**src/rtl/separable_2d_fir_filter_top_assert.svh**
```systemverilog
// assertion macros used by the filter back end
`ifndef SEPARABLE_2D_FIR_FILTER_TOP_ASSERT_SVH
`define SEPARABLE_2D_FIR_FILTER_TOP_ASSERT_SVH
`ifndef SYNTHESIS
`define SFIR_ASSERT(lbl, prop) \
   lbl: assert property (@(posedge clock) disable iff (reset) (prop)) \
      else $error("sfir assertion failed");
`define SFIR_ASSERT_NEXT(lbl, ante, cons) \
   lbl: assert property (@(posedge clock) disable iff (reset) (ante) |=> (cons)) \
      else $error("sfir assertion failed");
`else
`define SFIR_ASSERT(lbl, prop)
`define SFIR_ASSERT_NEXT(lbl, ante, cons)
`endif
`endif

```
**src/rtl/sfir_queue.sv**
```systemverilog
module sfir_queue #(
   parameter int WIDTH = 8
) (
   input  logic             clock,
   input  logic             reset,
   input  logic             push,
   input  logic [WIDTH-1:0] push_data,
   input  logic             pop,
   output logic [WIDTH-1:0] pop_data,
   output logic             full,
   output logic             empty
);
   logic [WIDTH-1:0] slot_ff [2];
   logic             wr_ptr_ff, rd_ptr_ff;
   logic [1:0]       count_ff;

   // two-entry queue between front and back
   always_ff @(posedge clock) begin
      if (reset) begin
         wr_ptr_ff <= 1'b0;
         rd_ptr_ff <= 1'b0;
         count_ff  <= 2'd0;
      end else begin
         if (push) begin
            wr_ptr_ff <= ~wr_ptr_ff;
         end
         if (pop) begin
            rd_ptr_ff <= ~rd_ptr_ff;
         end
         if (push && !pop) begin
            count_ff <= count_ff + 2'd1;
         end else if (pop && !push) begin
            count_ff <= count_ff - 2'd1;
         end
      end
   end

   always_ff @(posedge clock) begin
      if (push) begin
         slot_ff[wr_ptr_ff] <= push_data;
      end
   end

   assign pop_data = slot_ff[rd_ptr_ff];
   assign full     = (count_ff == 2'd2);
   assign empty    = (count_ff == 2'd0);
endmodule

```
**config.mk**
```make
export PLATFORM = sky130hd
export DESIGN_NAME = sfir_queue
export DESIGN_NICKNAME = d
export VERILOG_FILES = /design/src/rtl/separable_2d_fir_filter_top_assert.svh /design/src/rtl/sfir_queue.sv
export SDC_FILE = /design/constraint.sdc
export NUM_CORES = 1
export LEC_CHECK = 0
export ABC_AREA = 1
export BUFFER_PORTS_ARGS = -buffer_cell sky130_fd_sc_hd__buf_2
export CAP_MARGIN = 15
export CELL_PAD_IN_SITES_DETAIL_PLACEMENT = 1
export CELL_PAD_IN_SITES_GLOBAL_PLACEMENT = 1
export CORE_MARGIN = 4
export CORE_UTILIZATION = 42
export DETAILED_ROUTE_END_ITERATION = 7
export PLACE_DENSITY_LB_ADDON = 0.1
export SLEW_MARGIN = 20
export SYNTH_ARGS = -nofsm -noshare
export SYNTH_HDL_FRONTEND = slang
export SYNTH_SLANG_ARGS = --single-unit
```
**constraint.sdc**
```tcl
create_clock -name clock -period 2.27 [get_ports clock]
set_input_delay 0.227 -clock clock [delete_from_list [all_inputs] [get_ports clock]]
set_output_delay 0.227 -clock clock [all_outputs]
set_load 0.05 [all_outputs]
```
## Word-level counts from Yosys, hierarchy flattened

Memories as Yosys holds them, arrays and structs flattened. A register that Yosys moved wholly into a read port is not among the register bits.
Index checks and enable logic that the tools add are counted.

| cells by class | value |
|---|---|
| add/sub/neg operators | 2 |
| equality and inequality tests | 1 |
| muxes and demuxes | 6 |
| bitwise operators | 2 |
| reductions and logical operators | 6 |

Operators by type and width:

| cell | count |
|---|---|
| 1-bit 2-to-1 mux | 4 |
| 2-bit 2-to-1 mux | 2 |
| 2-bit by 1-bit adder with 2-bit output (second input constant) | 1 |
| 2-bit equality test (second input constant) | 1 |
| 1-bit logical AND | 2 |
| 1-bit logical NOT | 2 |
| 2-bit logical NOT | 1 |
| 1-bit NOT | 2 |
| 2-bit nonzero test | 1 |
| 2-bit by 1-bit subtractor with 2-bit output (second input constant) | 1 |

| storage, ports and cells | value |
|---|---|
| register bits | 4 |
| memory bits (writable) | 16 |
| bits of input ports | 12 |
| output and inout port bits | 10 |
| logic and storage cells | 21 |
| memories | 1 |

Memory list:

| name | depth | bits a word | rd ports | clocked after Yosys merged registers in | write ports | RTL line | source |
|---|---|---|---|---|---|---|---|
| slot_ff | 2 | 8 | 1 | 1 | 1 | sfir_queue.sv:13 | `logic [WIDTH-1:0] slot_ff [2];` |

## Longest topological paths before layout

| depth | value |
|---|---|
| depth after elaboration | 4 |
| mapped depth | 8 |
| gate-level depth less buffers | 8 |

## Worst setup path before layout

No wires, ideal clock.

| timing path | value |
|---|---|
| path kind | register to output |
| start | register count_ff[1] |
| end | output full |
| data arrival time | 1.019 ns |
| slack | 1.024 ns |
| stages on the path, launching flop included | 3 |
| buffers on the path | 0 |
| cells stage by stage | dfxtp_1 -> inv_1 -> nor2_1 |

| between the ends | value |
|---|---|
| longest elaborated chain between the ends | 1 |

RTL lines:

| what | RTL line | source |
|---|---|---|
| start, declared | sfir_queue.sv:15 | `logic [1:0] count_ff;` |
| start signal, assigned | sfir_queue.sv:31 | `count_ff <= count_ff + 2'd1;` |
| start signal, assigned | sfir_queue.sv:33 | `count_ff <= count_ff - 2'd1;` |
| 2-bit equality test | sfir_queue.sv:45 | `assign full = (count_ff == 2'd2);` |
| end, declared | sfir_queue.sv:10 | `output logic full,` |

No other way between the ends.

==> summary.md <==
| Metric | Value |
|---|---|
| Outcome | complete, no violations |
| CTS resizes | 0 |
| Synth area leaders | edfxtp_1 59%, dfxtp_1 12%, mux2_2 11%, inv_1 3.7%, nor2_1 3.2% |
| Crit start category | flop |
| Buf/Inv on CP | 1 |
| Max Clock Skew | 0.003705 ns |
| Cell Chain, Critical Path | mux2_2, buf_2 |
| Average wire per standard cell | between 10 and 15 um |
| Max Cap Violations | 0 |
| Crit-path max cell delay | about 0.54 ns |
| Seq/Total Area, Yosys | 0.7160 |
| Antenna cells | 0 |
| Max_slew headroom | 0.5540 |
| Crit-path leading delay family | flip-flops |
| Initial antenna violation count | 0 |
| Site Rows | 15 |
| Max Slew Vio Count | 0 |
| CTS tree | yes |
| Worst IR Drop VDD | 0.3820 mV |
| Setup ws final | 0.6181 ns |
| I/O pin count | 22 |
| Clock transition at path regs | 0.11 ns |
| Remaining Overflow, GRT | 0 |
| Finished Core Util | 0.5404 |
| # DRC | 0 |
| Setup CP Type | flop to output port |
| Iteration-0 DRC Markers | 4 |
| Final setup TNS | 0 ns |
| Slew of the pin with the lowest slew margin | 0.6666 ns |
| Most frequent cell after synthesis | edfxtp_1 |
| Final setup viols | 0 |
| Leak Pwr | 0.4104 nW |
| Asr flop ratio synth | 0 |
| Critical Path Fanout Max | 8 |
| Hold_buf cts | 0 |
| Proportion of netlist area held by the largest area contributor | 0.5926 |
| Reg2reg setup slack | 1.03 ns |
| DIE AREA | about 0.0027 mm^2 |
| Unrepaired setup endpoints after global routing | false |
| Syn Inst Count | 58 |
| Vias in the first global route | 511 |
| Syn. warnings | 0 |
| TritonRoute pass-1 iters | 2 |
| WP data arrival | 1.42 ns |
| Post-CTS Setup Bufs | 0 |
| Pre-CTS setup slack | approximately 0.92 ns |
| Initial core utilization | 0.4547 |
| First-pass GRT wire length | 2152 um |
| Post-Route WL | 1237 um |
| RePlAce Congestion | 0.6165 |
| Num CTS Buffers | 3 |
| Worst hold-check path type | input pin to flop |
| Vias | 497 |
| Fin nets | 96 |
| Total global routing track utilization | 0.1138 |
| Post-synth top cells | 16 x edfxtp_1, 8 x inv_1, 8 x mux2_2 |
| Pwr/cell area | 809.9 mW/mm^2 |
| Clk sink count | 21 |
| Max clock buf depth | 2 |
| Clk Tree Root Cell | clkbuf_4 |
| Via density | 4.645 |
| Synth Register Bits | 21 |
| Critical Path Sink Type | output port |
| Largest net degree at the start of global routing | 13 |
| Fmax | around 600 MHz |
| Die Wd | 51.94 um |
| CP max stage cell | dfxtp_1 |
| Cell accounting for the most synthesized area | edfxtp_1 |
| Share of cells above drive strength 1 | 0.4268 |
| Syn_nets | 71 |
| DP Wirelength | 945.9 um |
| Post-synth EDFFs | 16 |
| Antenna viol nets, final | 0 |
| H-tree depth | 1 |
| Final hold vios | 0 |
| Post-Syn Area | 810.8 um^2 |
| Yosys cell types | 16 |
| Final Cycle Share | 0.7277 |
| Most frequently used flop master after synthesis | edfxtp_1 |
| Synthesized area per cell | around 14 um^2 |
| Core area | 0.001783 mm^2 |
| Req. time, crit path | 2.04 ns |
| I/O Buffers | 21 |
| Worst skew pair latency | 0.30 ns |
| Die H | 51.94 um |
| Minimum clock period | approximately 1.7 ns |
| Area Overhead vs Synth | 18.83% |
==> cell type report <==
class	instances	area, um^2
Clock inverter	1	5.005
Clock buffer	3	22.52
Sequential cell	21	580.6
Timing Repair Buffer	21	105.1
Fill cell	195	819.5
Multi-Input combinational cell	27	185.2
Inverter	9	33.78
Tap cell	25	31.28
==> metrics by stage <==
| stage | instance area [um^2] | power [W] | std cells | hold slack (ns) |
|---|---|---|---|---|
| floorplan | 810.8 | 0.0005837 | 58 | 0.2994 |
| global placement | 935.9 | 0.0006175 | 103 | 0.4159 |
| detailed placement | 935.9 | 0.0006201 | 103 | 0.4183 |
| CTS | 963.4 | 0.0007905 | 107 | 0.09580 |
| global route | 963.4 | 0.0008279 | 107 | 0.08102 |
| finish | 963.4 | 0.0007803 | 107 | 0.1099 |
==> cells by family (layout without fill, tap and decap cells) <==
logic type / Yosys count / after routing / share of synthesized area
adder cells (fa/ha/maj): 1 / 1 / 0.01543
AND/OR/NAND/NOR: 15 / 15 / 0.07870
buffers and inverters: 10 / 34 / 0.05555
flip-flops: 21 / 21 / 0.7161
multiplexers: 8 / 8 / 0.1111
AO/OA/AOI/OAI: 2 / 2 / 0.01233
XOR/XNOR: 1 / 1 / 0.01080
==> registers in the layout (all words and copies together) (netlist names), named ones only <==
register	flops
count_ff	2
rd_ptr_ff	1
slot_ff	16
wr_ptr_ff	1
==> placed cells by master, fill, tap and decap left out <==
cell type  synthesis  routed
dfxtp_1            5       5
buf_2              0      21
a21oi_1            1       1
nor3_1             1       1
ha_1               1       1
inv_1              8       8
o21ai_0            1       1
clkbuf_4           0       3
nand2_1            4       4
nand3_1            1       1
edfxtp_1          16      16
xnor2_1            1       1
nor2_1             7       7
mux2_2             8       8
inv_2              1       1
nand4_1            1       1
nand2_2            1       1
clkinv_2           0       1
==> power breakdown <==
part / switching [W] / leakage [nW] / internal, W
clock network: 0.000106 / 0.0177 / 0.0000656
registers: 0.0000139 / 0.192 / 0.000439
logic: 0.000109 / 0.201 / 0.0000466
total: 0.000229 / 0.410 / 0.000552
==> path summary, 6_finish.rpt <==
path / startpoint / endpoint / cells past startpoint
worst max-delay path: flop / pop_data[5] / 2
worst min-delay path: push_data[3] / slot_ff[1][3] / 1
worst max register to register: wr_ptr_ff / slot_ff[0][1] / 1
worst min register to register: rd_ptr_ff / rd_ptr_ff / 2
==> per-layer routing <==
layer | share of wire | track usage | vias to the layer above
li1 | - | - | 247
met1 | 0.40 | 0.1210 | 238
met2 | 0.54 | 0.1967 | 10
met3 | 0.046 | 0.02579 | 2
met4 | 0.012 | 0.07860 | 0
met5 | 0 | 0 | -
Note: power is estimated with default switching activity, not from simulation.
