### config.mk
export PLATFORM = sky130hd
export DESIGN_NAME = sfir_front
export DESIGN_NICKNAME = d
export VERILOG_FILES = /design/src/rtl/separable_2d_fir_filter_top_assert.svh /design/src/rtl/sfir_pkg.sv /design/src/rtl/sfir_front.sv
export SDC_FILE = /design/constraint.sdc
export NUM_CORES = 1
export LEC_CHECK = 0
export BUFFER_PORTS_ARGS = -buffer_cell sky130_fd_sc_hd__buf_4
export CAP_MARGIN = 10
export CORE_ASPECT_RATIO = 0.6
export CORE_MARGIN = 8
export CORE_UTILIZATION = 47
export DETAILED_ROUTE_END_ITERATION = 7
export PLACE_DENSITY = 0.81
export SYNTH_ARGS = -nofsm -noshare
export SYNTH_HDL_FRONTEND = slang
export SYNTH_SLANG_ARGS = --single-unit
### constraint.sdc
create_clock -name clock -period 3.6 [get_ports clock]
set_input_delay 0.72 -clock clock [delete_from_list [all_inputs] [get_ports clock]]
set_output_delay 0.72 -clock clock [all_outputs]
set_load 0.01 [all_outputs]
### src/rtl/separable_2d_fir_filter_top_assert.svh
// assertion macros used by the filter back end
`ifndef SEPARABLE_2D_FIR_FILTER_TOP_ASSERT_SVH
`define SEPARABLE_2D_FIR_FILTER_TOP_ASSERT_SVH
`ifndef SYNTHESIS
`define SFIR_ASSERT(lbl, prop) \
   lbl: assert property (@(posedge clock) disable iff (reset) (prop)) \
      else $error("sfir assertion failed");
`define SFIR_ASSERT_NEXT(lbl, ante, cons) \
   lbl: assert property (@(posedge clock) disable iff (reset) (ante) |=> (cons)) \
      else $error("sfir assertion failed");
`else
`define SFIR_ASSERT(lbl, prop)
`define SFIR_ASSERT_NEXT(lbl, ante, cons)
`endif
`endif

### src/rtl/sfir_pkg.sv
package sfir_pkg;

   localparam int DEF_MAX_WIDTH = 1024;
   localparam int DEF_MAX_TAPS  = 16;

   // operation codes
   localparam logic [1:0] OP_PIXEL    = 2'd0;
   localparam logic [1:0] OP_ROW_COEF = 2'd1;
   localparam logic [1:0] OP_COL_COEF = 2'd2;
   localparam logic [1:0] OP_UNUSED   = 2'd3;

   // register indexes
   localparam logic [2:0] REG_WIDTH      = 3'd0;
   localparam logic [2:0] REG_HEIGHT     = 3'd1;
   localparam logic [2:0] REG_ROW_TAPS   = 3'd2;
   localparam logic [2:0] REG_COL_TAPS   = 3'd3;
   localparam logic [2:0] REG_ACCUMULATE = 3'd4;

   localparam int REQ_DATA_W = 72;
   localparam int RSP_DATA_W = 64;

   typedef struct packed {
      logic [10:0] image_width;
      logic [15:0] image_height;
      logic [4:0]  row_taps;
      logic [4:0]  col_taps;
      logic        accumulate;
   } cfg_type;

   // width of one queue entry for given column and slot widths
   function automatic int item_bits(input int cw, input int sw);
      return 2 + 4 + 16 + 16 + 32 + 3 + cw + 16 + 2 * sw;
   endfunction

endpackage

### src/rtl/sfir_front.sv
module sfir_front #(
   parameter int MAX_WIDTH = 1024,
   parameter int MAX_TAPS  = 16,
   parameter int QW        = 8
) (
   input  logic                               clock,
   input  logic                               reset,
   input  sfir_pkg::cfg_type                  cfg,
   input  logic                               cfg_clear,
   input  logic                               req_tvalid,
   output logic                               req_tready,
   input  logic [sfir_pkg::REQ_DATA_W-1:0]    req_tdata,
   input  logic [1:0]                         req_tuser,
   input  logic                               q_full,
   output logic                               q_push,
   output logic [QW-1:0]                      q_data
);
   import sfir_pkg::*;

   localparam int WIN = MAX_TAPS - 1;
   localparam int CW  = $clog2(MAX_WIDTH);
   localparam int WW  = $clog2(MAX_WIDTH + 1);
   localparam int TW  = $clog2(MAX_TAPS + 1);
   localparam int SW  = $clog2(MAX_TAPS);
   localparam int NW  = (CW + 1 > TW) ? CW + 1 : TW;

   typedef struct packed {
      logic [1:0]        kind;
      logic [3:0]        tap_index;
      logic [15:0]       coefficient_value;
      logic [15:0]       pixel;
      logic [31:0]       addend;
      logic              row_ok;
      logic              produce;
      logic              last;
      logic [CW-1:0]     ocol;
      logic [15:0]       out_row;
      logic [SW-1:0]     rd_slot;
      logic [SW-1:0]     wr_slot;
   } q_item_type;

   logic [CW-1:0]   col_ff, col_in;
   logic [15:0]     row_ff, row_in;
   logic [SW-1:0]   rs_ff, rs_in;
   logic [WW-1:0]   w_eff;
   logic [15:0]     h_eff;
   logic [TW-1:0]   rt_eff, ct_eff;
   logic [CW:0]     col_inc;
   logic [16:0]     row_inc;
   logic [SW:0]     rd_tmp;
   logic            accept;
   logic [1:0]      op;
   q_item_type      item;

   // effective geometry
   always_comb begin
      if (cfg.image_width == 11'd0) begin
         w_eff = WW'(1);
      end else if (32'(cfg.image_width) > MAX_WIDTH) begin
         w_eff = WW'(MAX_WIDTH);
      end else begin
         w_eff = WW'(cfg.image_width);
      end
      h_eff = (cfg.image_height == 16'd0) ? 16'd1 : cfg.image_height;
      if (cfg.row_taps == 5'd0) begin
         rt_eff = TW'(1);
      end else if (32'(cfg.row_taps) > MAX_TAPS) begin
         rt_eff = TW'(MAX_TAPS);
      end else begin
         rt_eff = TW'(cfg.row_taps);
      end
      if (cfg.col_taps == 5'd0) begin
         ct_eff = TW'(1);
      end else if (32'(cfg.col_taps) > MAX_TAPS) begin
         ct_eff = TW'(MAX_TAPS);
      end else begin
         ct_eff = TW'(cfg.col_taps);
      end
   end

   assign op         = req_tuser;
   assign req_tready = !q_full;
   assign accept     = req_tvalid && req_tready;
   assign q_push     = accept && (op != OP_UNUSED);

   // classify the item and work out its position
   always_comb begin
      col_inc = {1'b0, col_ff} + (CW+1)'(1);
      row_inc = {1'b0, row_ff} + 17'd1;
      rd_tmp  = (SW+1)'(rs_ff) + (SW+1)'(WIN) - (SW+1)'(ct_eff - TW'(1));
      item.kind              = op;
      item.pixel             = req_tdata[15:0];
      item.tap_index         = req_tdata[19:16];
      item.coefficient_value = req_tdata[35:20];
      item.addend            = req_tdata[67:36];
      item.row_ok            = (NW'(col_inc) >= NW'(rt_eff));
      item.produce           = item.row_ok && (row_inc >= 17'(ct_eff));
      item.last              = (NW'(col_inc) == NW'(w_eff)) && (row_inc == {1'b0, h_eff});
      item.ocol              = CW'(NW'(col_inc) - NW'(rt_eff));
      item.out_row           = 16'(row_inc - 17'(ct_eff));
      item.rd_slot           = (rd_tmp >= (SW+1)'(WIN)) ? SW'(rd_tmp - (SW+1)'(WIN))
                                                        : SW'(rd_tmp);
      item.wr_slot           = rs_ff;
   end

   assign q_data = QW'(item);

   // raster counters
   always_comb begin
      col_in = col_ff;
      row_in = row_ff;
      rs_in  = rs_ff;
      if (accept && op == OP_PIXEL) begin
         if (32'(col_inc) >= 32'(w_eff)) begin
            col_in = '0;
            if (row_inc >= {1'b0, h_eff}) begin
               row_in = 16'd0;
               rs_in  = '0;
            end else begin
               row_in = row_inc[15:0];
               rs_in  = (rs_ff == SW'(WIN - 1)) ? '0 : rs_ff + SW'(1);
            end
         end else begin
            col_in = col_inc[CW-1:0];
         end
      end
   end

   always_ff @(posedge clock) begin
      if (reset || cfg_clear) begin
         col_ff <= '0;
         row_ff <= 16'd0;
         rs_ff  <= '0;
      end else begin
         col_ff <= col_in;
         row_ff <= row_in;
         rs_ff  <= rs_in;
      end
   end
endmodule

Word level (Yosys, flattened, before mapping)
Cells that the tools add are included.

cells by class
  add/subtract/negate cells = 7
  equality and inequality tests = 2
  reduce and logical (&&, ||, !) cells = 10
  multiplexer cells = 10
  $lt $le $gt $ge = 5

operators by type and width
  kind                   count
  $mux 16                2
  $mux 11                2
  $add 16x1->17 const B  1
  $ge 17x16->1           1
  $logic_not 16->1       1
  $mux 4                 3
  $add 10x1->11 const B  1
  $ge 11x11->1           1
  $gt 11x11->1 const B   1
  $logic_not 11->1       1
  $mux 10                1
  $mux 5                 2
  $add 4x4->5 const B    1
  $ge 5x4->1 const B     1
  $gt 5x5->1 const B     1
  $logic_not 5->1        1
  $sub 5x1->5 const B    1
  $sub 5x5->5            1
  $add 4x1->4 const B    1
  $eq 4x4->1 const B     1
  $sub 4x4->4 const B    1
  $logic_and 1x1->1      3
  $logic_not 2->1        1
  $ne 2x2->1 const B     1
  other kinds (3)        3

storage, ports and cells
  logic and storage cells = 37
  flip-flop bits (word level) = 30
  input bits = 117

Depth between registers and ports, before layout
  depth after elaboration = 7
  depth in mapped cells = 14
  mapped depth without buffers = 13

Least setup slack after synthesis
Ideal clock, no wire load.

  path kind = input to output
  from = in cfg[2] in the netlist's numbering
  to = out q_data[5]
  required time = 2880 ps
  arrival = 2618 ps
  path buffers = 0
  path slack = 262 ps
  stages = 11
  path through = nor3_1 nor2_1 nor2_1 ha_1 inv_1 fa_1 a21o_1 a21oi_1 xor2_1 o21ai_0 mux2_2

on the way
  cells in the longest elaborated chain, start to end = 7

ends and longest elaborated chain
  item                                       line               RTL
  from (decl)                                sfir_front.sv:8    input sfir_pkg::cfg_type cfg,
  $gt 5x5->1                                 sfir_front.sv:74   end else if (32'(cfg.col_taps) > MAX_TAPS) begin
  $mux 5                                     sfir_front.sv:74
  $mux 5 (*)                                 sfir_front.sv:72   if (cfg.col_taps == 5'd0) begin
  $sub 5x1->5 (*)                            sfir_front.sv:90   rd_tmp = (SW+1)'(rs_ff) + (SW+1)'(WIN) - (SW+1)'(ct_eff - TW'(1));
  $sub 5x5->5 (*)                            sfir_front.sv:90
  $sub 4x4->4 or $ge 5x4->1 (tied branches)  sfir_front.sv:101  item.rd_slot = (rd_tmp >= (SW+1)'(WIN)) ? SW'(rd_tmp - (SW+1)'(WIN))
  $mux 4 (*)                                 sfir_front.sv:101
  to (decl)                                  sfir_front.sv:16   output logic [QW-1:0] q_data

Every way passes the cells marked *; elsewhere a longest branch is shown, timed or not.

Worst setup path in the final report
  from = in cfg[4] in the netlist's numbering
  to = out q_data[5]

The elaborated chain is that of the path after synthesis.

==> results.rst <==
.. list-table::
   :header-rows: 1

   * - Metric
     - Value
   * - Area enclosed by the die boundary
     - 8480 sq um
   * - Via count
     - 2559
   * - Synth-to-layout area growth
     - 24.9%
   * - CTS Root Cell
     - clkbuf_8
   * - Final-report hold violation count
     - 0
   * - Power per unit of standard cell area
     - 224 nW/um^2
   * - Cell total after placement
     - 458
   * - Antenna Diode Count
     - 0
   * - Die width
     - 114 um
   * - Worst Hold Launch
     - col_ff[1]$_SDFFE_PP0P_
   * - Hold/Removal Path Class
     - register to register
   * - Number of register bits inferred by synthesis
     - 30
   * - Transition time at the pin with the least slew margin
     - 0.932 ns
   * - Post-CTS clock slew at the launch and capture registers of the worst setup and hold paths
     - 0.07 ns
   * - Worst hold margin
     - 0.477 ns
   * - Violated checks
     - negative setup slack
   * - Unrepaired setup endpoints after global routing
     - yes
   * - 1st-pass router iterations
     - 4
   * - FMAX
     - 0.278 GHz
   * - Ys flop type
     - dfxtp_1
   * - Post-DR wirelength/cell
     - 14.2 um
   * - Post-synthesis cell type with the largest combined area
     - dfxtp_1
   * - Switching power of the nets
     - 0.197 mW
   * - Total routing resource utilization after global routing
     - 16.2%
   * - Worst slew margin relative to its limit
     - 37.4%
   * - Boundary Pins
     - 127
   * - Total count of max-transition violations in the final report
     - 0
   * - Worst reg2reg path startpoint
     - row_ff[1]$_SDFFE_PP0P_
   * - Remaining routing DRC violations
     - 0
   * - Clock tree from TritonCTS
     - yes
   * - I/O Buffers
     - 48
   * - DRT Wirelength
     - 6.62 mm
   * - Combinational Power Share
     - 22.2%
   * - Syn avg cell area
     - 8.22 sq um
   * - Asr flop ratio synth
     - 0%
   * - Final estimated routing congestion in global placement
     - 0.825
   * - Setup Total Neg Slack
     - -0.000565 ns
   * - Largest net degree at the start of global routing
     - 17
   * - Worst-case clock skew
     - 0.00622 ns
   * - Hold-critical path endpoint
     - col_ff[1]$_SDFFE_PP0P_
   * - Sinks on the clock net
     - 30
   * - Grt total ovfl
     - 0
   * - Post-synthesis cell type count
     - 57
   * - Clock network power share
     - 33.6%
   * - Synth top area share
     - 22.3%
   * - Antenna violations before repair
     - 0
   * - Shortest period the worst path allows
     - 3.60 ns
   * - LEAKAGE
     - 1.58 nW
   * - Largest fanout on the critical path
     - 2
   * - Number of cells traversed by the worst hold path
     - 2
   * - Fraction of the yosys area taken by sequential cells
     - 22.3%
   * - HPWL Detailed
     - 5.29 mm
   * - Maximum clock insertion buffer count
     - 2
   * - Setup slack after layout
     - -0.000565 ns
   * - Site row count
     - 21
   * - Share of total power consumed by net switching
     - 26.2%
   * - Sort of element at the start of the critical path
     - input pin
   * - MaxCap Viol Count
     - 0
   * - First-pass GRT wire length
     - 11.1 mm
   * - Dominant cells by area after synthesis
     - dfxtp_1 (22%), ha_1 (17%), xnor2_1 (6.2%), xor2_1 (5.2%), nand2_1 (4.9%)
   * - Endpoint class of the critical path
     - output port
   * - Number of nets in the layout
     - 542
   * - Final setup violation count
     - 1
   * - End of the worst register-to-register path
     - row_ff[0]$_SDFFE_PP0P_
   * - Area of the mapped netlist
     - 2690 sq um
   * - Arrival time at the worst endpoint
     - 2.88 ns
   * - Reg-to-reg slack, setup
     - 0.31 ns
   * - Fin crit share
     - 100%
   * - Worst vdd ir
     - 0.112 mV
   * - Via count of the first global-routing pass
     - 2378
   * - Number of CTS-inserted buffers
     - 5
   * - Area of the placeable core
     - 5540 sq um
   * - Post-Synthesis Net Count
     - 481
   * - Required arrival time at the worst endpoint
     - 2.88 ns
   * - DIE HEIGHT
     - 74.6 um
   * - H-tree levels
     - 2
   * - EDFF count, synth
     - 0
   * - Cells after Synth
     - 327
   * - Initial standard-cell utilization of the core
     - 48.5%
   * - Starting DRT DRC Count
     - 186
   * - R2R depth
     - 13
   * - Critical path start-end classification
     - input pin to output port
   * - Internal power
     - 0.556 mW
   * - Synth warn
     - 0
   * - Final-layout fill cell count
     - 475
   * - Residual antenna-violating net count after detailed routing
     - 0
   * - Worst skew pair latency
     - 0.28 ns
   * - Via density per instance
     - 5.47
   * - Post-layout instance count excluding filler cells
     - 468
   * - Status
     - finished with violations
   * - Fraction of layout cells with a size suffix above 1
     - 22.7%
   * - Reg power frac
     - 44.2%
-- worst max path at each step --
stage	end	from	depth (start not counted)	slack, ns
after floorplan	q_data[5]	cfg[2]	11	0.26
after global placement	q_data[5]	cfg[2]	13	-0.03
after detailed placement	q_data[5]	cfg[2]	13	-0.11
after CTS	q_data[5]	cfg[2]	12	0.02
after global routing	q_data[5]	cfg[4]	13	-0.14
final	q_data[5]	cfg[4]	13	-0.0006
-- what timing repair did --
action | 4_1_cts | 5_1_grt
setup endpoints to repair | 2 | 19
pin swaps | 2 | 8
buffers inserted | 0 | 3
resized for setup | 7 | 11
hold buffers | 0 | 0
-- metal layers --
layer | vias to the layer above | global-route usage, % | routed length, um
li1 | 1307 | - | -
met1 | 1156 | 23.0 | 3320
met2 | 94 | 22.8 | 2530
met3 | 2 | 4.70 | 733
met4 | 0 | 4.55 | 34
met5 | - | 0 | 0
-- critical path, cell delays in order --
cell,delay [ns]
buf_8,0.10
nor3_2,0.16
nor2_1,0.06
nor2_1,0.11
ha_2,0.18
inv_2,0.04
fa_2,0.36
a21o_1,0.20
a21oi_2,0.16
xor2_1,0.20
o21ai_1,0.14
mux2_4,0.32
buf_6,0.12
-- kinds of logic (layout without fill, tap and decap cells) --
family	count (synthesis)	in the layout	share of synthesized area, %
multiplexers	2	2	0.791
XOR/XNOR	35	35	11.4
adder cells (fa/ha/maj)	37	37	17.5
flip-flops	30	30	22.3
AO/OA/AOI/OAI	64	64	19.4
AND/OR/NAND/NOR	129	129	24.2
buffers and inverters	30	91	4.42
-- cell type report --
class | instances | area, sq um | share of cell area, %
multi-input cells | 267 | 2020 | 60.1
flip-flops and latches | 30 | 601 | 17.9
repair buffers | 62 | 480 | 14.3
well taps | 80 | 100 | 2.98
inverters | 22 | 82.6 | 2.46
clock buffers | 7 | 76.3 | 2.27
-- placed cells by master (no fill, tap or decap), types with 3 or more instances in the layout --
cell / synthesis / final
nor3_1: 8 / 7
nand2b_1: 7 / 7
ha_1: 36 / 34
buf_4: 1 / 59
a32o_1: 10 / 10
a31oi_1: 4 / 4
nor4_1: 7 / 7
a221o_1: 5 / 5
a21oi_1: 9 / 8
nand4_1: 4 / 4
nand3_1: 15 / 15
dfxtp_1: 30 / 30
and3_1: 8 / 8
clkbuf_8: 0 / 5
nand2_1: 35 / 35
xnor2_1: 19 / 17
xor2_1: 16 / 16
a21o_1: 5 / 5
nor2_1: 31 / 31
o2111ai_1: 3 / 3
inv_1: 21 / 20
-- power groups by stage --
| stage | Sequential [mW] | Clock [mW] | Combinational, mW |
|---|---|---|---|
| 5_1_grt | 0.332 | 0.273 | 0.185 |
| 6_report | 0.332 | 0.253 | 0.167 |
| 3_5_place_dp | 0.340 | 0 | 0.153 |
| 4_1_cts | 0.332 | 0.256 | 0.158 |
| 3_3_place_gp | 0.340 | 0 | 0.148 |
| 2_1_floorplan | 0.340 | 0 | 0.0746 |
-- synthesized netlist by cell type (all sizes together), types with 2 or more instances --
library cell	count
ha	36
nand2	35
nor2	32
dfxtp	30
inv	21
xnor2	19
xor2	16
nand3	15
a21oi	10
a32o	10
nor3	10
and3	8
nand2b	8
nor4	7
a21o	5
a221o	5
clkbuf	5
o21ai	5
a31oi	4
nand4	4
a21boi	3
buf	3
o2111ai	3
a2111oi	2
a211o	2
a211oi	2
a32oi	2
a41o	2
nor2b	2
o21a	2
o31a	2
or3	2
-- metrics by stage --
| stage | util, % | power (mW) | setup WS [ns] | area [sq um] |
|---|---|---|---|---|
| 2_1_floorplan | - | 0.414 | 0.262 | 2690 |
| 3_3_place_gp | 57.6 | 0.488 | -0.0303 | 3200 |
| 3_5_place_dp | 57.6 | 0.493 | -0.106 | 3200 |
| 4_1_cts | 59.4 | 0.747 | 0.0168 | 3290 |
| 5_1_grt | 60.6 | 0.790 | -0.137 | 3360 |
| 6_report | 60.6 | 0.753 | -0.000565 | 3360 |
-- registers in the layout (all words and copies together), names as in the netlist --
name	count
row_ff	16
col_ff	10
rs_ff	4
Power figures use the tool's default switching activity.
